### config.mk
export PLATFORM = sky130hd
export DESIGN_NAME = rsi_select_flat
export DESIGN_NICKNAME = d
export VERILOG_FILES = /design/src/rtl/core/rsi_pkg.sv /design/src/rtl/core/rsi_out_if.sv /design/src/rtl/core/rsi_select.sv /design/src/flat_wrapper.sv
export SDC_FILE = /design/constraint.sdc
export NUM_CORES = 1
export LEC_CHECK = 0
export BUFFER_PORTS_ARGS = -buffer_cell sky130_fd_sc_hd__buf_4
export CAP_MARGIN = 20
export CORE_ASPECT_RATIO = 1.75
export CORE_MARGIN = 2
export CORE_UTILIZATION = 64
export DETAILED_ROUTE_END_ITERATION = 7
export HOLD_SLACK_MARGIN = 0.15
export PLACE_DENSITY_LB_ADDON = 0.3
export SLEW_MARGIN = 20
export SYNTH_ARGS = -nofsm -noshare
export SYNTH_HDL_FRONTEND = slang
export SYNTH_SLANG_ARGS = --single-unit
### constraint.sdc
create_clock -name clk -period 1.2 [get_ports clk]
set_clock_uncertainty 0.05 [all_clocks]
set_input_delay 0 -clock clk [delete_from_list [all_inputs] [get_ports clk]]
set_output_delay 0 -clock clk [all_outputs]
set_load 0.05 [all_outputs]
### src/rtl/core/rsi_pkg.sv
// Shared constants for the ray-sphere intersection pipeline.
package rsi_pkg;

    localparam int FRAC_BITS_DEF = 16;
    localparam int COORD_W       = 32;
    localparam int DIST_W        = 31;
    localparam int DIR_W         = 18;
    localparam int CFG_IDX_W     = 1;

    localparam logic [CFG_IDX_W-1:0] CFG_DISC_THRESHOLD = 1'b0;
    localparam logic [CFG_IDX_W-1:0] CFG_MIN_HIT_DIST   = 1'b1;

endpackage

### src/rtl/core/rsi_out_if.sv
// Output channel: hit flag and updated nearest distance.
interface rsi_out_if;
    logic                              valid;
    logic                              ready;
    logic                              hit;
    logic [rsi_pkg::DIST_W-1:0]        nearest_out;

    modport source (output valid, hit, nearest_out, input ready);
    modport sink (input valid, hit, nearest_out, output ready);
endinterface

### src/rtl/core/rsi_select.sv
// Root selection: tries near then far root and registers the result beat.
module rsi_select #(
    parameter int BW  = 37,
    parameter int SQW = 38
) (
    input  logic                        clk,
    input  logic                        rst_n,
    input  logic                        en,
    input  logic                        valid_in,
    input  logic [SQW-1:0]              root,
    input  logic [BW-1:0]               b,
    input  logic [rsi_pkg::DIST_W-1:0]  near,
    input  logic                        nohit,
    input  logic [rsi_pkg::DIST_W-1:0]  min_hit_distance,
    rsi_out_if.source                   out_ch
);
    localparam int TW = ((BW > SQW) ? BW : SQW) + 2;

    logic signed [TW-1:0]        b_ext, a_ext, t0, t1, mind_ext, near_ext;
    logic                        ok0, ok1;
    logic                        valid_reg;
    logic                        hit_reg;
    logic [rsi_pkg::DIST_W-1:0]  nearest_reg;

    assign b_ext    = TW'($signed(b));
    assign a_ext    = $signed(TW'(root));
    assign mind_ext = $signed(TW'(min_hit_distance));
    assign near_ext = $signed(TW'(near));
    assign t0       = b_ext - a_ext;
    assign t1       = b_ext + a_ext;
    assign ok0      = !nohit && (t0 > mind_ext) && (t0 < near_ext);
    assign ok1      = !nohit && (t1 > mind_ext) && (t1 < near_ext);

    always_ff @(posedge clk or negedge rst_n)
    begin
        if (!rst_n)
        begin
            valid_reg <= 1'b0;
        end
        else if (en)
        begin
            valid_reg <= valid_in;
        end
    end

    always_ff @(posedge clk)
    begin
        if (en)
        begin
            priority if (ok0)
            begin
                hit_reg     <= 1'b1;
                nearest_reg <= t0[rsi_pkg::DIST_W-1:0];
            end
            else if (ok1)
            begin
                hit_reg     <= 1'b1;
                nearest_reg <= t1[rsi_pkg::DIST_W-1:0];
            end
            else
            begin
                hit_reg     <= 1'b0;
                nearest_reg <= near;
            end
        end
    end

    assign out_ch.valid       = valid_reg;
    assign out_ch.hit         = hit_reg;
    assign out_ch.nearest_out = nearest_reg;

endmodule

### src/flat_wrapper.sv
// flat-port wrapper written by rule: the top's interface ports become plain ports
module rsi_select_flat 
#(
    parameter int BW  = 37,
    parameter int SQW = 38
)
  (clk, rst_n, en, valid_in, root, b, near, nohit, min_hit_distance, out_ch_valid, out_ch_hit, out_ch_nearest_out, out_ch_ready);
  rsi_out_if out_ch_i ();
  input  logic clk;
  input  logic rst_n;
  input  logic en;
  input  logic valid_in;
  input  logic [SQW-1:0] root;
  input  logic [BW-1:0] b;
  input  logic [rsi_pkg::DIST_W-1:0] near;
  input  logic nohit;
  input  logic [rsi_pkg::DIST_W-1:0] min_hit_distance;
  output wire logic [$bits(out_ch_i.valid)-1:0] out_ch_valid;
  output wire logic [$bits(out_ch_i.hit)-1:0] out_ch_hit;
  output wire logic [$bits(out_ch_i.nearest_out)-1:0] out_ch_nearest_out;
  input wire logic [$bits(out_ch_i.ready)-1:0] out_ch_ready;
  assign out_ch_valid = out_ch_i.valid;
  assign out_ch_hit = out_ch_i.hit;
  assign out_ch_nearest_out = out_ch_i.nearest_out;
  assign out_ch_i.ready = out_ch_ready;
  rsi_select #(.BW(BW), .SQW(SQW)) u_core (.clk(clk), .rst_n(rst_n), .en(en), .valid_in(valid_in), .root(root), .b(b), .near(near), .nohit(nohit), .min_hit_distance(min_hit_distance), .out_ch(out_ch_i));
endmodule
==> impl_metrics.env, run 1 <==
export IMPL_ys_top_cells_by_count="199 x ha_1, 136 x inv_1, 97 x a21oi_1, 97 x nor2_1, 80 x nand2_1"
export IMPL_synthXorXnorAreaFrac_pct=4.85
export IMPL_dieWidth_um=99.0
export IMPL_dp_hpwl_um=57200
export IMPL_avgSynthCellArea_um2=7.48
export IMPL_gp_congestion=1.26
export IMPL_yosys_most_used_dff="edfxtp_1"
export IMPL_yosysUniqueCellTypes=92
export IMPL_rows=60
export IMPL_synth_simple_area_share_pct=21.1
export IMPL_synth_edf_count=32
export IMPL_synthesis_nets=1696
export IMPL_synth_top_family_by_area="compound AO/OA/AOI/OAI gates"
export IMPL_status="aborted with a tool error"
export IMPL_synth_top_cell_area_share_pct=24.6
export IMPL_async_flop_share_pct=3.03
export IMPL_error="[ERROR DPL-0033] detailed placement checks failed during check placement."
export IMPL_syn_cell_area_um2=10100
export IMPL_yosys_top_cells_area="ha_1 25%, edfxtp_1 9.5%, inv_1 5.0%, a21oi_1 4.8%, xnor2_1 4.2%"
export IMPL_haltStage="detailed placement"
export IMPL_synth_cells=1352
export IMPL_synth_most_common_cell="ha_1"
export IMPL_yosysTopAreaCell="ha_1"
export IMPL_start_util_pct=65.7
export IMPL_die_h_um=170
export IMPL_ys_warn_count=0
export IMPL_yosysSeqAreaShare_pct=9.75
export IMPL_synth_mux_area_share_pct=0.619
export IMPL_synth_compound_gate_area_share_pct=29.7
export IMPL_pin_count=176
export IMPL_synth_seq_cells=33
export IMPL_synthAdderAreaFrac_pct=25.0
export IMPL_place_port_buffers=174
==> logic make-up after synthesis <==
logic type                 after synthesis
buffers and inverters                  209
adders and majority gates              201
AOI/OAI and AO/OA                      429
and+or+nand+nor                        418
DFF                                     33
muxes                                    6
xor gates and xnor gates                56
==> per-stage QoR <==
step / TNS [ps] / instance area, µm² / hold slack, ps / worst slack [ps]
3_3_place_gp: -113210 / 15300 / -275 / -3700
2_1_floorplan: -92680 / 10400 / -346 / -2950
==> run 2, diff against run 1 <==
--- a/config.mk
+++ b/config.mk
@@ -7,12 +7,10 @@
 export LEC_CHECK = 0
 export BUFFER_PORTS_ARGS = -buffer_cell sky130_fd_sc_hd__buf_4
 export CAP_MARGIN = 20
-export CORE_ASPECT_RATIO = 1.75
 export CORE_MARGIN = 2
-export CORE_UTILIZATION = 64
+export CORE_UTILIZATION = 40
 export DETAILED_ROUTE_END_ITERATION = 7
-export HOLD_SLACK_MARGIN = 0.15
-export PLACE_DENSITY_LB_ADDON = 0.3
+export PLACE_DENSITY_LB_ADDON = 0.15
 export SLEW_MARGIN = 20
 export SYNTH_ARGS = -nofsm -noshare
 export SYNTH_HDL_FRONTEND = slang
==> impl_metrics.env, run 2 <==
export IMPL_synthXorXnorAreaFrac_pct=4.85
export IMPL_synth_cells=1352
export IMPL_min_to="u_core.out_ch.nearest_out[22]"
export IMPL_grt_overflow=0
export IMPL_power_density_nw_per_um2=824
export IMPL_nNetsFinal=2369
export IMPL_largest_reg_flops=31
export IMPL_track_usage_pct=32.2
export IMPL_yosysSeqAreaShare_pct=9.75
export IMPL_dr_pass1_iters=7
export IMPL_pin_count=176
export IMPL_avgSynthCellArea_um2=7.48
export IMPL_vias_per_cell=5.61
export IMPL_grt_first_pass_wirelength_um=67300
export IMPL_timing_rr_end="u_core.out_ch.valid"
export IMPL_yosysUniqueCellTypes=92
export IMPL_drtIter0Drc=951
export IMPL_r2r_start="u_core.out_ch.valid"
export IMPL_yosysTopAreaCell="ha_1"
export IMPL_end_kind="flop"
export IMPL_clk_latency_ps=280
export IMPL_ys_top_cells_by_count="199 x ha_1, 136 x inv_1, 97 x a21oi_1, 97 x nor2_1, 80 x nand2_1"
export IMPL_tightest_slew_ps=955
export IMPL_placed_area_um2=15700
export IMPL_clock_path_buffers=2
export IMPL_wire_per_inst_um=18.8
export IMPL_cp_data_required_time_ps=1180
export IMPL_synth_seq_cells=33
export IMPL_ys_warn_count=0
export IMPL_cts_sinks=33
export IMPL_slew_headroom_pct=35.8
export IMPL_startpoint_type="input pin"
export IMPL_p_leak_nw=8.23
export IMPL_critPathLaunch="b[6]"
export IMPL_synth_most_common_cell="ha_1"
export IMPL_synth_top_cell_area_share_pct=24.6
export IMPL_r2r_slack_ps=410
export IMPL_synth_edf_count=32
export IMPL_yosys_top_cells_area="ha_1 25%, edfxtp_1 9.5%, inv_1 5.0%, a21oi_1 4.8%, xnor2_1 4.2%"
export IMPL_finalCritPeriodShare_pct=388
export IMPL_cts_tree="built"
export IMPL_yosys_most_used_dff="edfxtp_1"
export IMPL_synth_simple_area_share_pct=21.1
export IMPL_finalSetupViolations=32
export IMPL_ir_drop_mv=0.952
export IMPL_grt_pass1_vias=12825
export IMPL_post_route_util_pct=69.0
export IMPL_fin_tns_setup_ps=-108010
export IMPL_wl_um=44300
export IMPL_max_cap_violations=0
export IMPL_synthAdderAreaFrac_pct=25.0
export IMPL_layout_min_cycle_time_ps=4650
export IMPL_start_util_pct=40.5
export IMPL_status="finished, violations left"
export IMPL_dieArea_um2=26600
export IMPL_synth_compound_gate_area_share_pct=29.7
export IMPL_grt_antenna_before_repair=0
export IMPL_core_area_um2=25000
export IMPL_root_buffer="clkbuf_16"
export IMPL_final_common_cell="buf_4"
export IMPL_reg2reg_depth=1
export IMPL_crit_fanout=28
export IMPL_crit_arrival_ps=4640
export IMPL_dieWidth_um=163
export IMPL_final_max_slew_viol_count=0
export IMPL_drc=0
export IMPL_place_port_buffers=174
export IMPL_min_path_type="input pin to flop"
export IMPL_num_vias=13207
export IMPL_rows=58
export IMPL_synth_top_family_by_area="compound AO/OA/AOI/OAI gates"
export IMPL_hp_start="near[22]"
export IMPL_final_area_um2=17200
export IMPL_min_path_cells=3
export IMPL_fin_ws_ps=-3450
export IMPL_layout_common_cells="700 x buf_4, 181 x ha_1, 128 x inv_1"
export IMPL_htreeDepth=2
export IMPL_dp_hpwl_um=37500
export IMPL_gp_congestion=1.04
export IMPL_cts_buffers=5
export IMPL_synth_mux_area_share_pct=0.619
export IMPL_areaGrowthSynthToFinish_pct=70.4
export IMPL_diodes=0
export IMPL_drive_above_1_share_pct=46.2
export IMPL_clk_pin_slew_ps=50
export IMPL_rsz0062_at_grt="true"
export IMPL_hold_violations=0
export IMPL_async_flop_share_pct=3.03
export IMPL_syn_cell_area_um2=10100
export IMPL_n_fill_cell=2135
export IMPL_drtAntennaViolNets=0
export IMPL_violations="negative setup slack"
export IMPL_fmax_mhz=215
export IMPL_grt_max_degree=29
export IMPL_die_h_um=163
export IMPL_critPathKind="input pin to flop"
export IMPL_synthesis_nets=1696
-- run 2: metrics by stage --
stage	std cells	hold WS, ps	setup WS (ps)	total power, mW
detailed placement	2310	-271	-4430	11.5
floorplan	1352	-346	-2950	6.48
finish	2356	7.58	-3450	14.2
global placement	2310	-275	-4460	11.4
CTS	2344	3.63	-3310	13.7
global route	2356	37.3	-3560	15.0
-- run 2: final cells by class --
cell class,count,area (µm²),share of cell area (%)
multi-input combinational,1110,9390,54.5
inverter,143,547,3.17
clock buffer,7,143,0.828
timing repair buffer,732,5710,33.2
clock inverter,1,30.0,0.174
sequential,33,986,5.72
tap,330,413,2.40
-- run 2: where the power goes --
group / internal, mW / switching [mW] / total [mW]
sequential: 1.37 / 0.0337 / 1.40
combinational: 5.39 / 5.89 / 11.3
clock: 1.04 / 0.468 / 1.50
total: 7.79 / 6.39 / 14.2
-- run 2: worst max-delay path by stage --
stage | endpoint | cells after the start | slack, ps
3_5_place_dp | u_core.out_ch.nearest_out[6] | 22 | -4430
5_1_grt | u_core.out_ch.nearest_out[9] | 26 | -3560
2_1_floorplan | u_core.out_ch.nearest_out[21] | 23 | -2950
6_report | u_core.out_ch.nearest_out[9] | 25 | -3450
3_3_place_gp | u_core.out_ch.nearest_out[8] | 21 | -4460
4_1_cts | u_core.out_ch.nearest_out[24] | 27 | -3310
-- run 2: worst max-delay path: stages --
cell,delay (ps)
buf_4,130
ha_4,260
nand2b_4,160
a221oi_4,340
o41ai_4,110
buf_4,170
a211oi_4,280
o21ai_1,80
buf_4,160
a21oi_4,150
or3_4,180
nand2_4,70
ha_4,280
and4_1,200
nand4_1,200
a21oi_2,310
a311oi_4,110
o211a_1,180
a311oi_1,190
o2111a_1,250
buf_4,130
nand3_4,70
buf_12,180
o32ai_1,340
o21ai_1,90
-- run 2: logic make-up (layout without fill, tap and decap cells) --
kind of cell | Yosys count | after routing
AND/OR/NAND/NOR | 418 | 418
multiplexers | 6 | 6
XOR/XNOR | 56 | 56
AO/OA/AOI/OAI | 429 | 429
flip-flops | 33 | 33
buffers and inverters | 209 | 883
adder cells (fa/ha/maj) | 201 | 201
-- run 2: timing repair --
action / 4_1_cts / 5_1_grt
hold buffers: 4 / 0
endpoints found under the hold margin: 8 / 0
pin swaps: 43 / 16
buffers inserted: 24 / 13
cloned: 0 / 1
resized for setup: 144 / 40
endpoints found under the setup margin: 32 / 32
-- run 2: per-layer routing --
| metal | GRT usage, % | vias up | wire, µm |
|---|---|---|---|
| li1 | - | 6381 | - |
| met1 | 43.7 | 6195 | 19500 |
| met2 | 54.1 | 542 | 20200 |
| met3 | 4.20 | 89 | 3420 |
| met4 | 7.80 | 0 | 1180 |
| met5 | 0 | - | 0 |
No activity file was read; power rests on OpenSTA's default activity.
